**config.mk**
```make
export PLATFORM = sky130hd
export DESIGN_NAME = modbus_register_reply_receiver_top
export DESIGN_NICKNAME = d
export VERILOG_FILES = /design/src/hw/rtl/mrr_pkg.sv /design/src/hw/rtl/mrr_crc.sv /design/src/hw/rtl/mrr_frame.sv /design/src/hw/rtl/modbus_register_reply_receiver_top.sv
export SDC_FILE = /design/constraint.sdc
export NUM_CORES = 1
export LEC_CHECK = 0
export BUFFER_PORTS_ARGS = -buffer_cell sky130_fd_sc_hd__buf_4
export CAP_MARGIN = 40
export CORE_UTILIZATION = 25
export CTS_CLUSTER_SIZE = 20
export DETAILED_ROUTE_END_ITERATION = 8
export SYNTH_ARGS = -nofsm -noshare
export SYNTH_HDL_FRONTEND = slang
export SYNTH_HIERARCHICAL = 1
export SYNTH_SLANG_ARGS = --single-unit
```
**constraint.sdc**
```tcl
create_clock -name clk -period 5.2 [get_ports clk]
set_input_delay 0 -clock clk [delete_from_list [all_inputs] [get_ports clk]]
set_output_delay 0 -clock clk [all_outputs]
set_load 0.02 [all_outputs]
```
**src/hw/rtl/mrr_pkg.sv**
```systemverilog
package mrr_pkg;

    localparam int unsigned BYTE_W   = 8;
    localparam int unsigned VALUE_W  = 16;
    localparam int unsigned TICK_W   = 16;
    localparam int unsigned STATUS_W = 3;
    localparam int unsigned CFG_AW   = 2;
    localparam int unsigned CFG_DW   = 16;

    localparam logic [1:0] MODE_BYTE  = 2'd0;
    localparam logic [1:0] MODE_TICK  = 2'd1;
    localparam logic [1:0] MODE_START = 2'd2;

    localparam logic [STATUS_W-1:0] ST_OK        = 3'd0;
    localparam logic [STATUS_W-1:0] ST_BAD_ADDR  = 3'd1;
    localparam logic [STATUS_W-1:0] ST_BAD_FUNC  = 3'd2;
    localparam logic [STATUS_W-1:0] ST_BAD_COUNT = 3'd3;
    localparam logic [STATUS_W-1:0] ST_BAD_CRC   = 3'd4;
    localparam logic [STATUS_W-1:0] ST_TIMEOUT   = 3'd5;

    localparam logic [CFG_AW-1:0] REG_SLAVE_ADDRESS = 2'd0;
    localparam logic [CFG_AW-1:0] REG_FUNCTION_CODE = 2'd1;
    localparam logic [CFG_AW-1:0] REG_TIMEOUT_TICKS = 2'd2;

    localparam logic [BYTE_W-1:0]  RST_SLAVE_ADDRESS = 8'h01;
    localparam logic [BYTE_W-1:0]  RST_FUNCTION_CODE = 8'h03;
    localparam logic [TICK_W-1:0]  RST_TIMEOUT_TICKS = 16'd500;
    localparam logic [BYTE_W-1:0]  EXPECT_COUNT      = 8'h02;
    localparam logic [VALUE_W-1:0] CRC_INIT          = 16'hFFFF;
    localparam logic [VALUE_W-1:0] CRC_POLY          = 16'hA001;

    typedef enum logic [2:0] {
        PH_ADDR   = 3'd0,
        PH_FUNC   = 3'd1,
        PH_COUNT  = 3'd2,
        PH_VAL_HI = 3'd3,
        PH_VAL_LO = 3'd4,
        PH_CRC_LO = 3'd5,
        PH_CRC_HI = 3'd6
    } phase_t;

    typedef struct packed {
        logic [1:0]        mode;
        logic [BYTE_W-1:0] rx_byte;
    } in_word_t;

    typedef struct packed {
        logic [STATUS_W-1:0] status;
        logic [VALUE_W-1:0]  reading;
    } out_word_t;

    typedef struct packed {
        logic [BYTE_W-1:0] slave_address;
        logic [BYTE_W-1:0] function_code;
        logic [TICK_W-1:0] timeout_ticks;
    } cfg_t;

endpackage

```
**src/hw/rtl/mrr_crc.sv**
```systemverilog
module mrr_crc (
    input  logic [mrr_pkg::VALUE_W-1:0] crc,
    input  logic [mrr_pkg::BYTE_W-1:0]  data,
    output logic [mrr_pkg::VALUE_W-1:0] crc_next
);

    always_comb
    begin
        logic [mrr_pkg::VALUE_W-1:0] c;
        c = crc ^ {{(mrr_pkg::VALUE_W - mrr_pkg::BYTE_W){1'b0}}, data};
        for (int i = 0; i < mrr_pkg::BYTE_W; i++)
        begin
            if (c[0])
            begin
                c = (c >> 1) ^ mrr_pkg::CRC_POLY;
            end
            else
            begin
                c = c >> 1;
            end
        end
        crc_next = c;
    end

endmodule

```
**src/hw/rtl/mrr_frame.sv**
```systemverilog
module mrr_frame (
    input  logic                clk,
    input  logic                rst_n,
    input  logic                valid,
    input  logic                fire,
    input  mrr_pkg::in_word_t   word,
    input  mrr_pkg::cfg_t       cfg,
    output logic                res_valid,
    output mrr_pkg::out_word_t  res
);

    logic                          armed_reg,  armed_next;
    mrr_pkg::phase_t               phase_reg,  phase_next;
    logic [mrr_pkg::VALUE_W-1:0]   crc_reg,    crc_next;
    logic [mrr_pkg::VALUE_W-1:0]   value_reg,  value_next;
    logic [mrr_pkg::BYTE_W-1:0]    crc_lo_reg, crc_lo_next;
    logic [mrr_pkg::TICK_W-1:0]    tick_reg,   tick_next;
    logic [mrr_pkg::VALUE_W-1:0]   crc_fed;
    logic                          crc_match;

    mrr_crc u_crc (
        .crc      (crc_reg),
        .data     (word.rx_byte),
        .crc_next (crc_fed)
    );

    assign crc_match = (crc_lo_reg == crc_reg[7:0]) && (word.rx_byte == crc_reg[15:8]);

    // next state
    always_comb
    begin
        armed_next  = armed_reg;
        phase_next  = phase_reg;
        crc_next    = crc_reg;
        value_next  = value_reg;
        crc_lo_next = crc_lo_reg;
        tick_next   = tick_reg;
        if (fire)
        begin
            if (word.mode == mrr_pkg::MODE_START)
            begin
                armed_next  = 1'b1;
                phase_next  = mrr_pkg::PH_ADDR;
                crc_next    = mrr_pkg::CRC_INIT;
                value_next  = '0;
                crc_lo_next = '0;
                tick_next   = '0;
            end
            else if (armed_reg && word.mode == mrr_pkg::MODE_TICK)
            begin
                if (tick_reg >= cfg.timeout_ticks)
                begin
                    armed_next = 1'b0;
                end
                else
                begin
                    tick_next = tick_reg + 1'b1;
                end
            end
            else if (armed_reg && word.mode == mrr_pkg::MODE_BYTE)
            begin
                unique case (phase_reg)
                    mrr_pkg::PH_ADDR:
                    begin
                        if (word.rx_byte != cfg.slave_address)
                        begin
                            armed_next = 1'b0;
                        end
                        else
                        begin
                            crc_next   = crc_fed;
                            tick_next  = '0;
                            phase_next = mrr_pkg::PH_FUNC;
                        end
                    end
                    mrr_pkg::PH_FUNC:
                    begin
                        if (word.rx_byte != cfg.function_code)
                        begin
                            armed_next = 1'b0;
                        end
                        else
                        begin
                            crc_next   = crc_fed;
                            tick_next  = '0;
                            phase_next = mrr_pkg::PH_COUNT;
                        end
                    end
                    mrr_pkg::PH_COUNT:
                    begin
                        if (word.rx_byte != mrr_pkg::EXPECT_COUNT)
                        begin
                            armed_next = 1'b0;
                        end
                        else
                        begin
                            crc_next   = crc_fed;
                            tick_next  = '0;
                            phase_next = mrr_pkg::PH_VAL_HI;
                        end
                    end
                    mrr_pkg::PH_VAL_HI:
                    begin
                        value_next = {word.rx_byte, {mrr_pkg::BYTE_W{1'b0}}};
                        crc_next   = crc_fed;
                        phase_next = mrr_pkg::PH_VAL_LO;
                    end
                    mrr_pkg::PH_VAL_LO:
                    begin
                        value_next = {value_reg[15:8], word.rx_byte};
                        crc_next   = crc_fed;
                        phase_next = mrr_pkg::PH_CRC_LO;
                    end
                    mrr_pkg::PH_CRC_LO:
                    begin
                        crc_lo_next = word.rx_byte;
                        phase_next  = mrr_pkg::PH_CRC_HI;
                    end
                    default:
                    begin
                        armed_next = 1'b0;
                    end
                endcase
            end
        end
    end

    // result of the held word, independent of whether it fires
    always_comb
    begin
        res_valid   = 1'b0;
        res.status  = mrr_pkg::ST_OK;
        res.reading = '0;
        if (valid && armed_reg && word.mode == mrr_pkg::MODE_TICK)
        begin
            if (tick_reg >= cfg.timeout_ticks)
            begin
                res_valid  = 1'b1;
                res.status = mrr_pkg::ST_TIMEOUT;
            end
        end
        else if (valid && armed_reg && word.mode == mrr_pkg::MODE_BYTE)
        begin
            unique case (phase_reg)
                mrr_pkg::PH_ADDR:
                begin
                    res_valid  = (word.rx_byte != cfg.slave_address);
                    res.status = mrr_pkg::ST_BAD_ADDR;
                end
                mrr_pkg::PH_FUNC:
                begin
                    res_valid  = (word.rx_byte != cfg.function_code);
                    res.status = mrr_pkg::ST_BAD_FUNC;
                end
                mrr_pkg::PH_COUNT:
                begin
                    res_valid  = (word.rx_byte != mrr_pkg::EXPECT_COUNT);
                    res.status = mrr_pkg::ST_BAD_COUNT;
                end
                mrr_pkg::PH_VAL_HI, mrr_pkg::PH_VAL_LO, mrr_pkg::PH_CRC_LO:
                begin
                    res_valid = 1'b0;
                end
                default:
                begin
                    res_valid = 1'b1;
                    if (crc_match)
                    begin
                        res.status  = mrr_pkg::ST_OK;
                        res.reading = value_reg;
                    end
                    else
                    begin
                        res.status = mrr_pkg::ST_BAD_CRC;
                    end
                end
            endcase
        end
    end

    always_ff @(posedge clk or negedge rst_n)
    begin
        if (!rst_n)
        begin
            armed_reg  <= 1'b0;
            phase_reg  <= mrr_pkg::PH_ADDR;
            crc_reg    <= mrr_pkg::CRC_INIT;
            value_reg  <= '0;
            crc_lo_reg <= '0;
            tick_reg   <= '0;
        end
        else
        begin
            armed_reg  <= armed_next;
            phase_reg  <= phase_next;
            crc_reg    <= crc_next;
            value_reg  <= value_next;
            crc_lo_reg <= crc_lo_next;
            tick_reg   <= tick_next;
        end
    end

`ifndef SYNTH
    a_res_needs_armed: assert property (@(posedge clk) disable iff (!rst_n)
        res_valid |-> armed_reg && valid)
        else $error("result while not armed");

    a_res_disarms: assert property (@(posedge clk) disable iff (!rst_n)
        res_valid && fire |=> !armed_reg)
        else $error("still armed after result");

    a_start_rearms: assert property (@(posedge clk) disable iff (!rst_n)
        fire && word.mode == mrr_pkg::MODE_START |=>
            armed_reg && phase_reg == mrr_pkg::PH_ADDR && tick_reg == '0
            && crc_reg == mrr_pkg::CRC_INIT)
        else $error("start did not restart reception");

    a_error_zero: assert property (@(posedge clk) disable iff (!rst_n)
        res_valid && res.status != mrr_pkg::ST_OK |-> res.reading == '0)
        else $error("error result carries a reading");
`endif

endmodule

```
**src/hw/rtl/modbus_register_reply_receiver_top.sv**
```systemverilog
// Modbus RTU single-register read reply receiver.
// Input channel (in_valid/in_ready/in_data): one word per event; mode selects
// a received byte, a time tick or a start that arms the receiver.
// Output channel (out_valid/out_ready/out_data): one word per finished reply:
// ok with the register value, a header error, a CRC error or a timeout.
// Config port (cfg_we/cfg_addr/cfg_wdata): 0 slave address, 1 function code,
// 2 timeout in ticks; write only while no reply is in progress.
// Path: an input word is registered, decoded from the input register, and its
// result is registered onto out_data when the word is taken from there.
// Throughput: one input word per cycle while no result waits on a stalled
// output; the CRC is updated a whole byte at a time in the decode cycle.
// Reset: receiver disarmed, registers at 1 / 3 / 500, both channels empty.
// When out_ready is low the pending result holds; input words that produce
// no result keep flowing, and the next one that would produce a result waits
// in the input register, which then deasserts in_ready.
module modbus_register_reply_receiver_top (
    input  logic                         clk,
    input  logic                         rst_n,
    input  logic                         in_valid,
    output logic                         in_ready,
    input  mrr_pkg::in_word_t            in_data,
    output logic                         out_valid,
    input  logic                         out_ready,
    output mrr_pkg::out_word_t           out_data,
    input  logic                         cfg_we,
    input  logic [mrr_pkg::CFG_AW-1:0]   cfg_addr,
    input  logic [mrr_pkg::CFG_DW-1:0]   cfg_wdata
);

    logic                in_vld_reg;
    mrr_pkg::in_word_t   in_word_reg;
    logic                out_vld_reg;
    mrr_pkg::out_word_t  out_word_reg;
    mrr_pkg::cfg_t       cfg_reg;
    logic                fire;
    logic                res_valid;
    mrr_pkg::out_word_t  res;

    assign fire     = in_vld_reg && (!res_valid || !out_vld_reg || out_ready);
    assign in_ready = !in_vld_reg || fire;

    mrr_frame u_frame (
        .clk       (clk),
        .rst_n     (rst_n),
        .valid     (in_vld_reg),
        .fire      (fire),
        .word      (in_word_reg),
        .cfg       (cfg_reg),
        .res_valid (res_valid),
        .res       (res)
    );

    always_ff @(posedge clk or negedge rst_n)
    begin
        if (!rst_n)
        begin
            cfg_reg.slave_address <= mrr_pkg::RST_SLAVE_ADDRESS;
            cfg_reg.function_code <= mrr_pkg::RST_FUNCTION_CODE;
            cfg_reg.timeout_ticks <= mrr_pkg::RST_TIMEOUT_TICKS;
        end
        else if (cfg_we)
        begin
            unique case (cfg_addr)
                mrr_pkg::REG_SLAVE_ADDRESS:
                    cfg_reg.slave_address <= cfg_wdata[mrr_pkg::BYTE_W-1:0];
                mrr_pkg::REG_FUNCTION_CODE:
                    cfg_reg.function_code <= cfg_wdata[mrr_pkg::BYTE_W-1:0];
                mrr_pkg::REG_TIMEOUT_TICKS:
                    cfg_reg.timeout_ticks <= cfg_wdata[mrr_pkg::TICK_W-1:0];
                default:
                begin
                end
            endcase
        end
    end

    always_ff @(posedge clk or negedge rst_n)
    begin
        if (!rst_n)
        begin
            in_vld_reg <= 1'b0;
        end
        else if (in_ready)
        begin
            in_vld_reg <= in_valid;
        end
    end

    always_ff @(posedge clk)
    begin
        if (in_ready && in_valid)
        begin
            in_word_reg <= in_data;
        end
    end

    always_ff @(posedge clk or negedge rst_n)
    begin
        if (!rst_n)
        begin
            out_vld_reg <= 1'b0;
        end
        else if (fire && res_valid)
        begin
            out_vld_reg <= 1'b1;
        end
        else if (out_ready)
        begin
            out_vld_reg <= 1'b0;
        end
    end

    always_ff @(posedge clk)
    begin
        if (fire && res_valid)
        begin
            out_word_reg <= res;
        end
    end

    assign out_valid = out_vld_reg;
    assign out_data  = out_word_reg;

`ifndef SYNTH
    a_no_overwrite: assert property (@(posedge clk) disable iff (!rst_n)
        out_vld_reg && !out_ready |-> !(fire && res_valid))
        else $error("pending result overwritten");

    a_held_input: assert property (@(posedge clk) disable iff (!rst_n)
        in_vld_reg && !fire |=> in_vld_reg && $stable(in_word_reg))
        else $error("held input word lost");

    a_result_loaded: assert property (@(posedge clk) disable iff (!rst_n)
        fire && res_valid |=> out_vld_reg && out_word_reg == $past(res))
        else $error("result not captured");
`endif

endmodule

```
==> out/results.txt, run 1 <==
The combined area of all synthesized cells is 0.006340 mm², and the diode insertion count for antenna repair is 0. The worst-case IR drop observed on VDD is 0.1948 mV. The required time reported for the critical path endpoint was 5500 ps.

Max-cap violation count: 0. The highest net fanout along the worst path is 17. The shortest period the worst path allows was 4211 ps. The die is 161.2 µm tall. Share of async-settable or async-resettable flops after synthesis: 76.42%. The biggest area contributor in the post-synthesis netlist is sky130_fd_sc_hd__dfrtp_1. For the pin with the worst max-slew slack, the measured transition is 769.4 ps. The flow ran to the end, and the final reports show no timing, DRC or antenna violations. The most used flip-flop cell after synthesis is sky130_fd_sc_hd__dfrtp_1. In this run the most critical hold path is launched from cfg_addr[0]. For this design the ratio of total power to cell area is 335.6 mW/mm². Clock tree synthesis inserted a total of 17 buffers. The remaining antenna violation count after routing came out at 0. The worst setup path startpoint was u_frame/tick_reg[0]. STA classifies the critical path startpoint as a register. In the final layout, the share of cells above drive strength 1 is 27.87%. The depth of the worst hold-timing path is 3, and the residual overflow from global routing is 0. Clock-pin slew was measured on the worst setup and hold paths at 60 ps. The first routing iteration left 254 violations. The tools report the max-slew violation count as 0.

The tools report the final instance area as 0.007879 mm². The full die area was 0.02600 mm². Once the floorplan was initialized, standard cells occupied 25.77% of the core. The class of the worst hold path was in -> reg.

The run gives 0 as the number of antenna violations at the first check in global routing. Compared with the post-synthesis result, the final layout area differs by 24.27%. The run gives 51.33% as the sequential fraction of the synthesis area. For hold timing, the worst endpoint is cfg_reg[25]. The congestion estimate from routability-driven global placement came to 0.7712. The level count of the clock H-tree was 4. Before antenna repair, the detailed router went through 5 iterations. In this run, distinct cell masters in the synthesized netlist total 69. The via count of the first global-routing pass is 4445, and the fmax is 0.2375 GHz. The HPWL after detailed placement is 9828 µm. The number of instances in the synthesized netlist was 542. The clock passes through at most 2 buffers. The number of synthesized flops with an enable pin was 29.

Entering global routing, the biggest net connects 48 pins. After detailed routing, the number of vias per cell comes to 4.496. STA puts the critical path data arrival time at 4510 ps. For the later-pin clock latency in the skew report, the log shows 420 ps. The launch point of the worst reg-to-reg path was u_frame/tick_reg[0].

Post-route clock period utilization: 80.98%. The net count after synthesis is 592. Post-CTS repair changed the size of 0 cells. Setup repair after global routing left no endpoint under its margin. Across all register-to-register paths, the minimum setup slack is 990 ps. For this design the static power due to leakage is 3.222 nW. The logs give 6.818 ps for the largest clock skew in the final design and 0.007017 mm² for the instance area at placement. Across all layers, the routed design uses 4312 vias. After synthesis, the cell types taking the most area are sky130_fd_sc_hd__dfrtp_1, sky130_fd_sc_hd__edfxtp_1, sky130_fd_sc_hd__dfstp_2. The initialized floorplan defines 57 standard-cell rows.

The worst relative slew slack came out at 48.70%. The share of synthesized area in the top cell type comes to 27.24%. The wire length of the first global-routing pass is 23270 µm, and the per-instance average area after synthesis is 11.70 µm². Capturing element type of the critical path: a register. Hold timing on the final database bottoms out at a slack of 12.79 ps.

After detailed routing, the number of remaining DRC violations is 0. For the worst flop-to-flop path, the logic depth is 14. Global routing used 11.50% of the available tracks across all layers.

The final layout contains 672 nets. The clock root buffer master is sky130_fd_sc_hd__clkbuf_16. Input and output buffers added on the ports amount to 53.

The final setup violation count is 0. The hold violation count in the final report is 0. 54 I/O pins were placed. The number of flip-flops under the largest register name was 32. The area of the core was 0.02460 mm².

Once layout is complete, the cells apart from fillers number 959. The chip width came out at 161.2 µm. Aggregate routed wire length: 13690 µm.

The tools report the instance count after placement with tap cells included as 895. Summed over all failing endpoints, the final setup total negative slack is 0 ps. TritonCTS built the clock tree.

CTS saw 123 sinks. The worst setup path is of the reg -> reg kind. The register bit count reported by yosys is 123. Dividing the detail-routed wire length by the instance count gives 14.27 µm. In this run the critical register-to-register path is captured at u_frame/value_reg[14].

Yosys printed 6 warnings.
kinds of logic after synthesis:
group                      Yosys count  share of synthesized area [%]
AOI/OAI and AO/OA                   93                          11.09
xor gates and xnor gates            57                          9.335
adders and majority gates           17                          3.355
buffers and inverters               52                          4.283
DFF                                123                          51.33
muxes                               41                          7.282
and+or+nand+nor                    159                          13.32
worst max-delay path, stage by stage (launching register included):
cell and delay [ps]:
sky130_fd_sc_hd__dfrtp_1 380, sky130_fd_sc_hd__inv_1 80, sky130_fd_sc_hd__ha_1 260, sky130_fd_sc_hd__nand2b_1 130, sky130_fd_sc_hd__a2111oi_0 390, sky130_fd_sc_hd__o31a_1 270, sky130_fd_sc_hd__nand2_1 210, sky130_fd_sc_hd__o22ai_1 270
sky130_fd_sc_hd__nor2_1 100, sky130_fd_sc_hd__a21boi_0 370, sky130_fd_sc_hd__inv_1 140, sky130_fd_sc_hd__nor2_1 310, sky130_fd_sc_hd__nand3_1 140, sky130_fd_sc_hd__o21ai_2 620, sky130_fd_sc_hd__mux2_2 410
timing repair:
action,in CTS,in global routing
endpoints found under the hold margin,87,0
hold buffers,32,0
setup buffers,0,0
placed cells by master, fill, tap and decap left out, drive strengths merged, types with 2 or more instances in the layout:
cell type    synthesis  layout
a41oi                3       3
buf                 19      59
and3                11      11
nor2b                3       3
nand4                5       5
nand3               13      13
clkinvlp             0       2
nor2                25      25
clkbuf              11      17
a22o                 2       2
dfrtp               69      69
and2                21      21
edfxtp              29      29
xnor2               33      33
dfstp               25      25
o22ai               10      10
nand2b               6       6
or2                  2       2
o21ai               19      19
mux2                41      41
or4                  2       2
o41ai                2       2
or3                  2       2
nor3b                2       2
nor3                 5       5
nand3b               2       2
a221o                5       5
a21o                 2       2
a21oi                9       9
clkinv               0       8
inv                 22      27
a31oi                2       2
o211ai               6       6
o21a                 2       2
ha                  17      17
dlygate4sd3          0      32
xor2                23      23
nor4                 5       5
nand2               51      51
o22a                20      20
layout make-up:
cell class,instances,area (µm²)
multi-input cells,367,2814
flip-flops and latches,123,3254
inverters,22,82.58
clock buffers,17,425.4
repair buffers,91,780.7
well taps,324,405.4
fillers,2502,16730
clock inverters,15,116.4
cell usage after synthesis (2+ instances only):
library cell                n
sky130_fd_sc_hd__a22o_1     2
sky130_fd_sc_hd__xnor2_1   27
sky130_fd_sc_hd__nor2b_1    3
sky130_fd_sc_hd__buf_1      2
sky130_fd_sc_hd__dfstp_2   25
sky130_fd_sc_hd__mux2_2    41
sky130_fd_sc_hd__clkbuf_1  10
sky130_fd_sc_hd__a41oi_1    3
sky130_fd_sc_hd__buf_4      5
sky130_fd_sc_hd__a21o_1     2
sky130_fd_sc_hd__o22ai_1   10
sky130_fd_sc_hd__a21oi_1    9
sky130_fd_sc_hd__xnor2_4    3
sky130_fd_sc_hd__xor2_1    23
sky130_fd_sc_hd__nand2b_1   6
sky130_fd_sc_hd__a31oi_1    2
sky130_fd_sc_hd__buf_6      5
sky130_fd_sc_hd__nand4_1    5
sky130_fd_sc_hd__xnor2_2    3
sky130_fd_sc_hd__a221o_1    5
sky130_fd_sc_hd__nor3_1     5
sky130_fd_sc_hd__nand2_1   50
sky130_fd_sc_hd__dfrtp_1   69
sky130_fd_sc_hd__inv_1     22
sky130_fd_sc_hd__o22a_2     3
sky130_fd_sc_hd__o211ai_1   6
sky130_fd_sc_hd__buf_2      6
sky130_fd_sc_hd__nor2_1    25
sky130_fd_sc_hd__or2_2      2
sky130_fd_sc_hd__o21a_1     2
sky130_fd_sc_hd__edfxtp_1  29
sky130_fd_sc_hd__ha_1      17
sky130_fd_sc_hd__and2_1    21
sky130_fd_sc_hd__or3_1      2
sky130_fd_sc_hd__o21ai_0   17
sky130_fd_sc_hd__nor4_1     5
sky130_fd_sc_hd__and3_1    11
sky130_fd_sc_hd__nand3_1   12
sky130_fd_sc_hd__o22a_1    17
metrics by stage:
stage | setup WS (ps) | power (mW) | utilization (%)
final | 989.0 | 2.644 | 32.02
after floorplan | 1654 | 1.448 | -
after CTS | 1000 | 2.677 | 32.02
after global placement | 1137 | 1.557 | 28.35
after detailed placement | 1024 | 1.569 | 28.52
after global routing | 563.4 | 2.777 | 32.02
routing by layer:
layer / vias up / track usage, % / wire, µm
met2: 78 / 17.46 / 6186
met5: - / 0 / 0
li1: 2095 / - / -
met1: 2124 / 15.76 / 6880
met4: 0 / 3.774 / 151
met3: 15 / 3.159 / 467
power by group:
part | total [mW] | switching (mW) | internal [mW]
clock | 1.08 | 0.463 | 0.614
sequential | 1.19 | 0.0901 | 1.10
combinational | 0.382 | 0.176 | 0.206
total | 2.64 | 0.728 | 1.92
how the worst max path moves through the flow:
stage	end	slack, ps	depth (start not counted)
CTS	u_frame/value_reg[14]	1000	14
global route	u_frame/value_reg[12]	560	14
finish	u_frame/value_reg[14]	990	14
detailed placement	u_frame/value_reg[14]	1020	14
global placement	u_frame/value_reg[12]	1140	14
floorplan	u_frame/value_reg[14]	1650	15
(Power assumes the default switching activity.)
==> run 2: changes to the inputs <==
clock period = 3.5 ns   (was 5.2 ns; I/O delays follow)
==> run 2 against run 1 <==
Effect of this change:
- non-clock buffer count is 18 higher
- cell area grew 3.6%
- clock power rose by 71%
- sequential power grew 47%
- critical path type unchanged
- clock-buffer cell count grew 1
- clock skew rose by 3.0 ps
- worst setup slack got worse by 760 ps
- sequential cell count did not move
- wire length increased by 1.7%
- hold slack got worse by 10 ps
- utilization rose by 1.1 points
- largest cell class unchanged
- combinational power increased by 63%
- largest power group is now the clock network
==> out/results.txt, run 2 (synthesized netlist as in run 1, its figures left out) <==
The top cell types in the final layout, fill and taps aside, are sky130_fd_sc_hd__buf_4, sky130_fd_sc_hd__dfrtp_1, sky130_fd_sc_hd__nand2_1. The logs give 598 µm for the met3 wire length and 0.02600 mm² for the full die area. The run gives 13920 µm as the aggregate routed wire length.

The worst setup path is of the reg -> reg kind. STA puts the critical path data arrival time at 3590 ps. Global routing used 11.40% of the available tracks across all layers.

The logs give 0 for the residual overflow from global routing and 10250 µm for the post-detailed-placement half-perimeter wirelength. After detailed routing, the number of remaining DRC violations is 0. The register with the most flip-flops in the layout has 32 of them.

On the worst path, the slowest cell contributes a delay of 440 ps. Hold is met by 2.793 ps. The tools report the final non-filler cell total as 977. TritonCTS built the clock tree. Most frequent standard cell in the layout excluding fill and tap cells: sky130_fd_sc_hd__buf_4. Across all setup checks in the final design, the least slack found is 224.1 ps.

The run gives 4 as the level count of the clock H-tree. The first global-routing pass estimated 22940 µm of wire. The final layout contains 690 nets. The completed layout was analyzed and its total power is 4.222 mW. The filler cell count in the final layout came out at 2482. The power density of the placed cells was 517.4 mW/mm²; the maximum ir drop on the vdd rail was 0.3122 mV. After detailed routing, the number of vias per cell comes to 4.486. STA puts the critical path data required time at 3810 ps.

The worst setup timing slack at the placement stage was -75.52 ps. Signal routing reaches up to met4. In this run the clock root is driven by a sky130_fd_sc_hd__clkbuf_16. 54 I/O pins were placed. Number of standard-cell rows in the floorplan: 57. Compared with the post-synthesis result, the final layout area differs by 28.72%. The number of clock sinks is 123.

For the maximum count of clock buffers along a single path, the log shows 2. For the instance area at placement, the log shows 0.007161 mm². For this block, wires on met1 add up to 6789 µm. The run gives 0.003254 mm² as the sequential cell area. The worst setup path is launched from a register.

The post-route clock period utilization came out at 93.60%. The highest net fanout along the worst path works out to 10. The number of vias after detailed routing is 4383. The largest net degree at the start of global routing came out at 55.

The run gives 33.17% as the share of the core filled with cells in the final layout. The count of buffers from port buffering came out at 53. Class of the worst hold path: in -> async. The CTS buffer count is 17. Counting tap cells, the placed design contains a total of 912 instances. For the worst-skew pair, the clock arrives at the later sink with an insertion delay of 430 ps.

Max-cap violations in this run came to 0. In this run, the number of DRC markers left after iteration 0 of detailed routing was 258. The largest clock skew in the final design is 9.856 ps, and the shortest period the worst path allows is 3276 ps. In the final timing run, aggregate negative setup slack is 0 ps. For the pin with the worst max-slew slack, the measured transition is 832.6 ps. The tools report the hold violation count in the final report as 0.

Walking the worst path, the cells encountered are ha_1, nand4_1, or3_1, o31a_1, nand2_1, o22ai_2, nor2_1, a21boi_1, inv_2, a21oi_2, buf_4, and4_2, and2_1, o22a_1. After detailed routing, the met2 layer carries 6410 µm of wire. In this run the static leakage power is 3.371 nW. In this run the tightest slew margin relative to its limit is 44.38%. Once layout is done, the placed cells without fillers occupy 0.008160 mm². The tools report the effective utilization at floorplan as 25.77%. Once detail routing completed, the nets flagged for antenna violations numbered 0. Timing would allow up to 0.3053 GHz. The detail-routed net length per standard cell works out to 14.25 µm. The max-slew violation count was 0; the number of search-and-repair iterations in the first detailed-routing pass was 4. Chip width: 161.2 µm. Final setup violation count: 0. The flow ran to the end, and the final reports show no timing, DRC or antenna violations. Among all stages on the critical path, the largest delay is contributed by sky130_fd_sc_hd__dfrtp_1. Clock-pin slew was measured on the worst setup and hold paths at 60 ps. The footprint of the multi-input gates came out at 0.002864 mm². The share of cells above drive strength 1 was 31.70%; the final weighted congestion in routability-driven placement was 0.8141.

The core region is 0.02460 mm². The number of antenna violations at the first check in global routing is 0, and the via count of the first global-routing pass is 4346. The diode insertion count for antenna repair came out at 0. STA classifies the critical path endpoint as a register. The die is 161.2 µm tall.
## run 2: changes by cell type in the layout (fill, tap and decap cells not counted), moves of 2 or more
cell / delta
sky130_fd_sc_hd__dlygate4sd3_1: -2
sky130_fd_sc_hd__buf_4: +19
sky130_fd_sc_hd__bufinv_16: +3
sky130_fd_sc_hd__clkinv_2: -2
sky130_fd_sc_hd__nor2_1: -2
## run 2: final cells by class
class,count,share of cell area [%]
clock buffers,18,5.382
clock inverters,14,2.269
inverters,22,1.012
multi-input cells,367,35.10
flip-flops and latches,123,39.88
well taps,324,4.968
repair buffers,109,11.39
## run 2: critical path: cells and delay by family (launching register included)
kind            cells  cell delay, ps
fa+ha+maj           1             350
simple gates        6            1300
compound gates      5             790
buf+inv             2             270
flops               1             440
## run 2: repair_timing
item	4_1_cts	5_1_grt
gates resized for setup	4	9
hold buffers	30	0
setup buffers	0	3
pin swaps	0	3
endpoints found under the hold margin	96	0
endpoints found under the setup margin	13	49
cloned	0	0
## run 2: per-layer routing
layer,track usage (%),vias to the layer above
met3,2.594,10
met5,0,-
met4,4.503,0
li1,-,2134
met1,15.68,2150
met2,17.28,89
## run 2: path summary, 6_finish.rpt
path | endpoint | start | slack [ps] | cells past startpoint
min in group clk | cfg_reg[31] | cfg_addr[0] | 20 | 3
max in group asynchronous | cfg_reg[17] | rst_n | 2540 | 4
setup reg to reg | u_frame/tick_reg[5] | u_frame/tick_reg[15] | 220 | 14
hold / removal | cfg_reg[29] | rst_n | 3 | 2
hold reg to reg | u_frame/value_reg[10] | u_frame/value_reg[10] | 500 | 1
setup / recovery | u_frame/tick_reg[5] | u_frame/tick_reg[15] | 220 | 14
## run 2: power by group
part	total [mW]	internal, mW	leakage [nW]	switching [mW]
Clock	1.85	1.15	0.302	0.694
Combinational	0.622	0.337	1.67	0.285
Sequential	1.75	1.63	1.39	0.124
Total	4.22	3.12	3.37	1.10
